<file path="src/lobm_pkg.sv">
package lobm_pkg;
  localparam int ORDER_SLOTS = 32;
  localparam int PRICE_BITS = 20;
  localparam int QTY_BITS = 24;

  localparam logic [1:0] CMD_BUY = 2'd0;
  localparam logic [1:0] CMD_SELL = 2'd1;
  localparam logic [1:0] CMD_CANCEL = 2'd2;
  localparam logic [1:0] CMD_MODIFY = 2'd3;

  localparam logic [2:0] ST_OK = 3'd0;
  localparam logic [2:0] ST_INVALID = 3'd1;
  localparam logic [2:0] ST_ID_ACTIVE = 3'd2;
  localparam logic [2:0] ST_ID_UNKNOWN = 3'd3;
  localparam logic [2:0] ST_MOD_INACTIVE = 3'd4;

  localparam int MAX_TRADES = 31;

  typedef struct packed {
    logic load;
    logic seq_inc;
    logic scan_start;
    logic scan_step;
    logic do_trade;
    logic do_rest;
    logic do_cancel;
    logic emit_status;
    logic [2:0] status;
  } lobm_cmd_t;

  typedef struct packed {
    logic [1:0] cmd;
    logic id_range_ok;
    logic params_ok;
    logic active;
    logic known;
    logic scan_done;
    logic best_found;
    logic cross_ok;
    logic taker_zero;
    logic trades_full;
    logic ioc;
    logic out_busy;
  } lobm_stat_t;
endpackage

</file>
<file path="src/lobm_datapath.sv">
module lobm_datapath import lobm_pkg::*; (
  input  logic clk,
  input  logic rst,
  input  lobm_cmd_t ctl,
  output lobm_stat_t stat,
  input  logic [1:0] in_cmd,
  input  logic [4:0] in_id,
  input  logic in_ioc,
  input  logic in_side,
  input  logic [19:0] in_price,
  input  logic [23:0] in_qty,
  input  logic out_ready,
  output logic out_valid,
  output logic is_trade,
  output logic [4:0] resting_id,
  output logic [19:0] resting_price,
  output logic [4:0] taker_id,
  output logic [19:0] taker_price,
  output logic [23:0] trade_qty,
  output logic [2:0] status,
  output logic last
);
  localparam int IW = (ORDER_SLOTS > 1) ? $clog2(ORDER_SLOTS) : 1;
  localparam int CW = $clog2(ORDER_SLOTS + 1);

  logic [ORDER_SLOTS-1:0] active;
  logic [ORDER_SLOTS-1:0] known;
  logic [ORDER_SLOTS-1:0] sside;
  logic [PRICE_BITS-1:0] sprice [ORDER_SLOTS];
  logic [QTY_BITS-1:0] sqty [ORDER_SLOTS];
  logic [31:0] sseq [ORDER_SLOTS];
  logic [31:0] seq_counter;

  logic [1:0] cmd;
  logic [4:0] tid;
  logic ioc;
  logic tside;
  logic [PRICE_BITS-1:0] tprice;
  logic [QTY_BITS-1:0] tqty;
  logic [31:0] tseq;
  logic [4:0] ntrades;

  logic [CW-1:0] scan;
  logic scan_end;
  logic pend;
  logic found;
  logic [IW-1:0] best;
  logic [PRICE_BITS-1:0] bprice;
  logic [QTY_BITS-1:0] bqty;
  logic [31:0] bseq;

  logic [IW-1:0] si;
  logic [IW-1:0] r_idx;
  logic r_elig;
  logic [PRICE_BITS-1:0] r_price;
  logic [QTY_BITS-1:0] r_qty;
  logic [31:0] r_seq;
  logic better;
  logic [IW-1:0] tidx;
  logic [QTY_BITS-1:0] q;

  assign si = scan[IW-1:0];
  assign scan_end = 32'(scan) >= ORDER_SLOTS;
  assign tidx = tid[IW-1:0];
  always_comb begin
    if (!found) better = 1'b1;
    else if (r_price == bprice) better = r_seq < bseq;
    else if (tside == 1'b0) better = r_price < bprice;
    else better = r_price > bprice;
  end
  assign q = (tqty < bqty) ? tqty : bqty;

  always_ff @(posedge clk) begin
    if (rst) begin
      active <= '0;
      known <= '0;
      seq_counter <= '0;
      out_valid <= 1'b0;
      found <= 1'b0;
      pend <= 1'b0;
      scan <= '0;
    end else begin
      if (ctl.do_trade || ctl.emit_status) out_valid <= 1'b1;
      else if (out_ready) out_valid <= 1'b0;
      if (ctl.load) begin
        cmd <= in_cmd;
        tid <= in_id;
        ioc <= in_ioc;
        tside <= (in_cmd == CMD_MODIFY) ? in_side : in_cmd[0];
        tprice <= in_price[PRICE_BITS-1:0];
        tqty <= in_qty[QTY_BITS-1:0];
        ntrades <= '0;
      end
      if (ctl.seq_inc) begin
        tseq <= seq_counter;
        seq_counter <= seq_counter + 32'd1;
        if (cmd == CMD_MODIFY) active[tidx] <= 1'b0;
      end
      if (ctl.do_cancel) active[tidx] <= 1'b0;
      if (ctl.scan_start) begin
        scan <= '0;
        found <= 1'b0;
        pend <= 1'b0;
      end
      // read one slot per cycle, compare it on the next
      if (ctl.scan_step) begin
        if (!scan_end) begin
          r_idx <= si;
          r_elig <= active[si] && (sside[si] != tside);
          r_price <= sprice[si];
          r_qty <= sqty[si];
          r_seq <= sseq[si];
          scan <= scan + 1'b1;
        end
        pend <= !scan_end;
        if (pend && r_elig && (r_qty != '0) && better) begin
          found <= 1'b1;
          best <= r_idx;
          bprice <= r_price;
          bqty <= r_qty;
          bseq <= r_seq;
        end
      end
      if (ctl.do_trade) begin
        is_trade <= 1'b1;
        resting_id <= 5'(best);
        resting_price <= 20'(bprice);
        taker_id <= tid;
        taker_price <= 20'(tprice);
        trade_qty <= 24'(q);
        status <= ST_OK;
        last <= 1'b0;
        tqty <= tqty - q;
        sqty[best] <= bqty - q;
        if (bqty == q) active[best] <= 1'b0;
        ntrades <= ntrades + 5'd1;
      end
      if (ctl.do_rest) begin
        active[tidx] <= 1'b1;
        known[tidx] <= 1'b1;
        sside[tidx] <= tside;
        sprice[tidx] <= tprice;
        sqty[tidx] <= tqty;
        sseq[tidx] <= tseq;
      end
      if (ctl.emit_status) begin
        is_trade <= 1'b0;
        resting_id <= '0;
        resting_price <= '0;
        taker_id <= '0;
        taker_price <= '0;
        trade_qty <= '0;
        status <= ctl.status;
        last <= 1'b1;
      end
    end
  end

  always_comb begin
    stat.cmd = cmd;
    stat.id_range_ok = 32'(tid) < ORDER_SLOTS;
    stat.params_ok = (tprice != '0) && (tqty != '0);
    stat.active = active[tidx];
    stat.known = known[tidx];
    stat.scan_done = scan_end && !pend;
    stat.best_found = found;
    stat.cross_ok = (tside == 1'b0) ? !(tprice < bprice) : !(tprice > bprice);
    stat.taker_zero = tqty == '0;
    stat.trades_full = 32'(ntrades) >= MAX_TRADES;
    stat.ioc = ioc;
    stat.out_busy = out_valid && !out_ready;
  end
endmodule

</file>
<file path="src/lobm_ctrl.sv">
module lobm_ctrl import lobm_pkg::*; (
  input  logic clk,
  input  logic rst,
  input  logic in_valid,
  output logic in_ready,
  input  lobm_stat_t stat,
  output lobm_cmd_t ctl
);
  localparam logic [2:0] S_IDLE = 3'd0;
  localparam logic [2:0] S_CHECK = 3'd1;
  localparam logic [2:0] S_SCAN = 3'd2;
  localparam logic [2:0] S_DECIDE = 3'd3;
  localparam logic [2:0] S_REST = 3'd4;
  localparam logic [2:0] S_STATUS = 3'd5;

  logic [2:0] state, state_next;
  logic [2:0] st, st_next;

  assign in_ready = (state == S_IDLE);

  always_comb begin
    state_next = state;
    st_next = st;
    ctl = '0;
    ctl.status = st;
    unique case (state)
      S_IDLE: begin
        if (in_valid) begin
          ctl.load = 1'b1;
          state_next = S_CHECK;
        end
      end
      S_CHECK: begin
        st_next = ST_OK;
        state_next = S_STATUS;
        if (!stat.id_range_ok) st_next = ST_ID_UNKNOWN;
        else if (stat.cmd == CMD_CANCEL) begin
          if (!stat.known) st_next = ST_ID_UNKNOWN;
          else ctl.do_cancel = 1'b1;
        end else if (!stat.params_ok) st_next = ST_INVALID;
        else if (stat.cmd == CMD_MODIFY) begin
          if (!stat.known) st_next = ST_ID_UNKNOWN;
          else if (!stat.active) st_next = ST_MOD_INACTIVE;
          else begin
            ctl.seq_inc = 1'b1;
            ctl.scan_start = 1'b1;
            state_next = S_SCAN;
          end
        end else if (stat.active) st_next = ST_ID_ACTIVE;
        else begin
          ctl.seq_inc = 1'b1;
          ctl.scan_start = 1'b1;
          state_next = S_SCAN;
        end
      end
      S_SCAN: begin
        if (stat.scan_done) state_next = S_DECIDE;
        else ctl.scan_step = 1'b1;
      end
      S_DECIDE: begin
        if (stat.taker_zero || stat.trades_full || !stat.best_found || !stat.cross_ok) begin
          state_next = S_REST;
        end else if (!stat.out_busy) begin
          ctl.do_trade = 1'b1;
          ctl.scan_start = 1'b1;
          state_next = S_SCAN;
        end
      end
      S_REST: begin
        if (!stat.taker_zero && (!stat.ioc || stat.cmd == CMD_MODIFY)) ctl.do_rest = 1'b1;
        state_next = S_STATUS;
      end
      S_STATUS: begin
        if (!stat.out_busy) begin
          ctl.emit_status = 1'b1;
          state_next = S_IDLE;
        end
      end
      default: state_next = S_IDLE;
    endcase
  end

  always_ff @(posedge clk) begin
    if (rst) begin
      state <= S_IDLE;
      st <= ST_OK;
    end else begin
      state <= state_next;
      st <= st_next;
    end
  end

`ifndef SYNTHESIS
  a_trade_not_idle: assert property (@(posedge clk) disable iff (rst)
    ctl.do_trade |-> !in_ready) else $error("trade while idle");
  a_one_emit: assert property (@(posedge clk) disable iff (rst)
    !(ctl.do_trade && ctl.emit_status)) else $error("double emit");
  a_status_to_idle: assert property (@(posedge clk) disable iff (rst)
    ctl.emit_status |=> in_ready) else $error("status not closing");
`endif
endmodule

</file>
<file path="src/limit_order_book_matcher.sv">
// A rejected command or a cancel goes from the check state straight to its status.
// A buy, sell or modify runs a registered scan of all 32 slots and a decide step for each
// trade and for the final pass, then gives its status; output stalls lengthen this.
// Throughput: one command at a time, in_ready only while idle.
// Reset (rst, synchronous): all slots inactive and unknown, sequence counter zero, output empty.
module limit_order_book_matcher import lobm_pkg::*; (
  input  logic clk,
  input  logic rst,
  input  logic in_valid,
  output logic in_ready,
  input  logic [1:0] cmd,
  input  logic [4:0] order_id,
  input  logic ioc,
  input  logic side,
  input  logic [19:0] price,
  input  logic [23:0] qty,
  output logic out_valid,
  input  logic out_ready,
  output logic is_trade,
  output logic [4:0] resting_id,
  output logic [19:0] resting_price,
  output logic [4:0] taker_id,
  output logic [19:0] taker_price,
  output logic [23:0] trade_qty,
  output logic [2:0] status,
  output logic last
);
  lobm_cmd_t ctl;
  lobm_stat_t stat;

  lobm_ctrl u_ctrl (
    .clk(clk), .rst(rst), .in_valid(in_valid), .in_ready(in_ready),
    .stat(stat), .ctl(ctl)
  );

  lobm_datapath u_dp (
    .clk(clk), .rst(rst), .ctl(ctl), .stat(stat),
    .in_cmd(cmd), .in_id(order_id), .in_ioc(ioc), .in_side(side),
    .in_price(price), .in_qty(qty), .out_ready(out_ready), .out_valid(out_valid),
    .is_trade(is_trade), .resting_id(resting_id), .resting_price(resting_price),
    .taker_id(taker_id), .taker_price(taker_price), .trade_qty(trade_qty),
    .status(status), .last(last)
  );
endmodule
</file>
<file path="config.mk">
export PLATFORM = sky130hd
export DESIGN_NAME = limit_order_book_matcher
export DESIGN_NICKNAME = d
export VERILOG_FILES = /design/src/lobm_pkg.sv /design/src/lobm_datapath.sv /design/src/lobm_ctrl.sv /design/src/limit_order_book_matcher.sv
export SDC_FILE = /design/constraint.sdc
export NUM_CORES = 2
export LEC_CHECK = 0
export BUFFER_PORTS_ARGS = -buffer_cell sky130_fd_sc_hd__buf_2
export CORE_ASPECT_RATIO = 0.5
export CORE_MARGIN = 3
export CORE_UTILIZATION = 45
export CTS_BUF_LIST = sky130_fd_sc_hd__clkbuf_8
export DETAILED_ROUTE_END_ITERATION = 10
export SLEW_MARGIN = 20
export SYNTH_ARGS = -nofsm -noshare
export SYNTH_HDL_FRONTEND = slang
export SYNTH_HIERARCHICAL = 1
export SYNTH_SLANG_ARGS = --single-unit
</file>
<file path="constraint.sdc">
create_clock -name clk -period 24.2 [get_ports clk]
set_input_delay 1.21 -clock clk [delete_from_list [all_inputs] [get_ports clk]]
set_output_delay 1.21 -clock clk [all_outputs]
set_load 0.05 [all_outputs]
</file>
==> impl_metrics.env <==
export IMPL_power_density_mw_per_mm2=70.9
export IMPL_rsz0062_at_grt="false"
export IMPL_ios=138
export IMPL_leakage_nw=43.5
export IMPL_slowest_stage="xnor2_4"
export IMPL_firstDrtPassIters=6
export IMPL_die_h_um=378
export IMPL_whs_ps=389
export IMPL_syn_area_sq_mm=0.124
export IMPL_hold_buffers=0
export IMPL_cts_max_level=5
export IMPL_die_area_sq_mm=0.283
export IMPL_cp_arrival_ps=8100
export IMPL_grt_total_usage_pct=26.4
export IMPL_netlist_top_cells_count="edfxtp_1 (2796), mux4_2 (796), nand2_1 (615)"
export IMPL_worstSetupEndpointType="flip-flop"
export IMPL_synthArstFlopShare_pct=0
export IMPL_hold_viol=0
export IMPL_via_per_inst=6.26
export IMPL_final_core_util_pct=50.4
export IMPL_grt_pass1_wl_mm=532
export IMPL_synth_cells=7391
export IMPL_nFillCells=22400
export IMPL_finalWirelength_mm=378
export IMPL_io_buffers=137
export IMPL_fmax_mhz=135
export IMPL_syn_nets=7571
export IMPL_required_ps=24890
export IMPL_fin_crit_ps=7410
export IMPL_dp_hpwl_mm=211
export IMPL_yosysSeqAreaShare_pct=69.2
export IMPL_cts_buffers=419
export IMPL_worst_path_max_fanout=53
export IMPL_syn_area_per_cell_sq_um=16.8
export IMPL_cts_sinks=2907
export IMPL_cts_clk_slew_worst_paths_ps=60
export IMPL_synth_top_cells_by_area="edfxtp_1 (67%), mux4_2 (14%), mux2_2 (2.2%)"
export IMPL_start_util_pct=45.6
export IMPL_ctsRootBufferMaster="clkbuf_8"
export IMPL_overflow=0
export IMPL_critPathLaunchType="flip-flop"
export IMPL_cts_setup_buffers=0
export IMPL_via_count=72300
export IMPL_antenna_found_initial=19
export IMPL_slew_headroom_pct=20.2
export IMPL_tritoncts="built"
export IMPL_insertion_delay_ps=1010
export IMPL_tightest_slew_ps=1190
export IMPL_cap_violations=0
export IMPL_yosys_area_top_type_share_pct=67.5
export IMPL_layout_nets=7750
export IMPL_ys_ff_latch=2907
export IMPL_fin_crit_sh_pct=30.6
export IMPL_critPathKind="flip-flop to flip-flop"
export IMPL_wl_per_cell_um=32.7
export IMPL_status="finished, final reports clean"
export IMPL_cts_resized=0
export IMPL_clock_path_buffers=4
export IMPL_grt_pass1_vias=69300
export IMPL_ys_types=91
export IMPL_setup_viol=0
export IMPL_drc=0
export IMPL_die_w_um=750
export IMPL_drive_gt1_share_pct=25.6
export IMPL_clock_skew_ps=64.3
export IMPL_synth_area_leader_cell="edfxtp_1"
export IMPL_drv_slew=0
export IMPL_fin_setup_tns_ps=0
export IMPL_min_delay_path_class="primary input to flip-flop"
export IMPL_num_rows=135
export IMPL_yosysWarningCount=6
export IMPL_critPathMaxStageDelay_ps=910
export IMPL_antenna_left=0
export IMPL_cp_common_cell="o21ai_0"
export IMPL_max_vdd_ir_drop_uv=37.1
export IMPL_ys_dominant_reg_cell="edfxtp_1"
export IMPL_drt_iter0_drc=10800
export IMPL_syn_to_final_growth_pct=10.6
export IMPL_grt_max_degree=118
export IMPL_regArea_sq_mm=0.0862
export IMPL_globalplace_congestion=0.882
export IMPL_synth_edf_count=2796
export IMPL_worstPathCellList="buf_4 > ha_1 > a21oi_1 > o21ai_0 > a211o_1 > a211oi_4 > buf_4 > nand2_1 > o21ai_0 > ha_2 > inv_1 > fa_2 > maj3_1 > a221oi_1 > nor3_1 > mux2_2 > o21ai_0 > o21ai_0 > xnor2_4 > o21ai_0"
export IMPL_core_sq_mm=0.273
export IMPL_multi_input_area_sq_mm=0.0360
export IMPL_synth_most_common_cell="edfxtp_1"
report_power, final:
group	switching, mW	internal [mW]
Sequential	0.0192	5.54
Clock	1.91	1.76
Combinational	0.351	0.194
Total	2.28	7.49
stage by stage:
| step | worst slack [ps] | cell area, sq um | std cells | power, mW |
|---|---|---|---|---|
| finish | 16790 | 138000 | 11500 | 9.77 |
| global route | 16370 | 138000 | 11500 | 10.1 |
| detailed placement | 17020 | 130000 | 10800 | 6.20 |
| CTS | 16940 | 137000 | 11500 | 9.82 |
| global placement | 17100 | 130000 | 10800 | 6.19 |
| floorplan | 16440 | 124000 | 7391 | 6.01 |
cell type report:
type / instances / share of cell area, %
Clock buffer: 451 / 4.51
Clock inverter: 304 / 1.00
Tap cell: 3630 / 3.30
Multi-Input combinational cell: 3743 / 26.2
Sequential cell: 2907 / 62.6
Inverter: 167 / 0.572
Antenna cell: 4 / 0.00727
Timing Repair Buffer: 332 / 1.85
logic make-up (layout without fill, tap and decap cells):
family,Yosys count,count (layout),synth area share [%]
AOI/OAI and AO/OA,1024,1024,4.69
xor gates and xnor gates,62,62,0.442
adders and majority gates,133,133,1.33
buffers and inverters,741,1254,2.32
DFF,2907,2907,69.2
muxes,1059,1059,16.8
other,1,5,0.00301
and+or+nand+nor,1464,1464,5.21
critical path: cells and delay by family, from the launching register on:
kind,cells,cell delay (ps)
buffers and inverters,3,1260
adder cells (fa/ha/maj),4,1400
XOR/XNOR,1,910
AND/OR/NAND/NOR,2,190
multiplexers,1,330
AO/OA/AOI/OAI,9,2560
flip-flops,1,340
sequential cells by signal (all words and copies together), names as in the netlist, 32 cells and up:
register          cells
u_dp/active          32
u_dp/known           32
u_dp/sprice         640
u_dp/bseq            32
u_dp/sqty           768
u_dp/sseq          1024
u_dp/sside           32
u_dp/tseq            32
u_dp/seq_counter     32
u_dp/r_seq           32
cells in the final DEF, fill, tap and decap left out, types with 54 or more instances in the layout:
cell      count
edfxtp_1   2796
a21oi_1     392
dfxtp_1     106
nand2_1     610
clkbuf_8    451
nor2_1      440
nor3_1       54
o21ai_0     351
buf_2       136
ha_1        119
clkinv_1     95
mux2_2      247
buf_4       173
nor4_1       55
nor2b_1      95
mux4_2      796
inv_1       284
layer usage:
metal / part of all wire (%) / global-route usage (%) / up-vias
met5: 0.023 / 0 / -
met4: 2.8 / 7.08 / 12
met3: 11 / 5.85 / 573
met2: 44 / 38.5 / 4334
met1: 42 / 40.1 / 37900
li1: - / - / 29500
worst paths after layout:
path | slack, ps | to | cells after the start | from
worst min-delay path | 390 | u_dp/tprice[11] | 1 | price[11]
worst max register to register | 16790 | u_dp/sqty[14][12] | 20 | u_dp/tqty[19]
worst min register to register | 420 | u_dp/best[1] | 0 | u_dp/r_idx[1]
worst max-delay path | 16790 | u_dp/sqty[14][12] | 20 | u_dp/tqty[19]
Power figures use the tool's default switching activity.
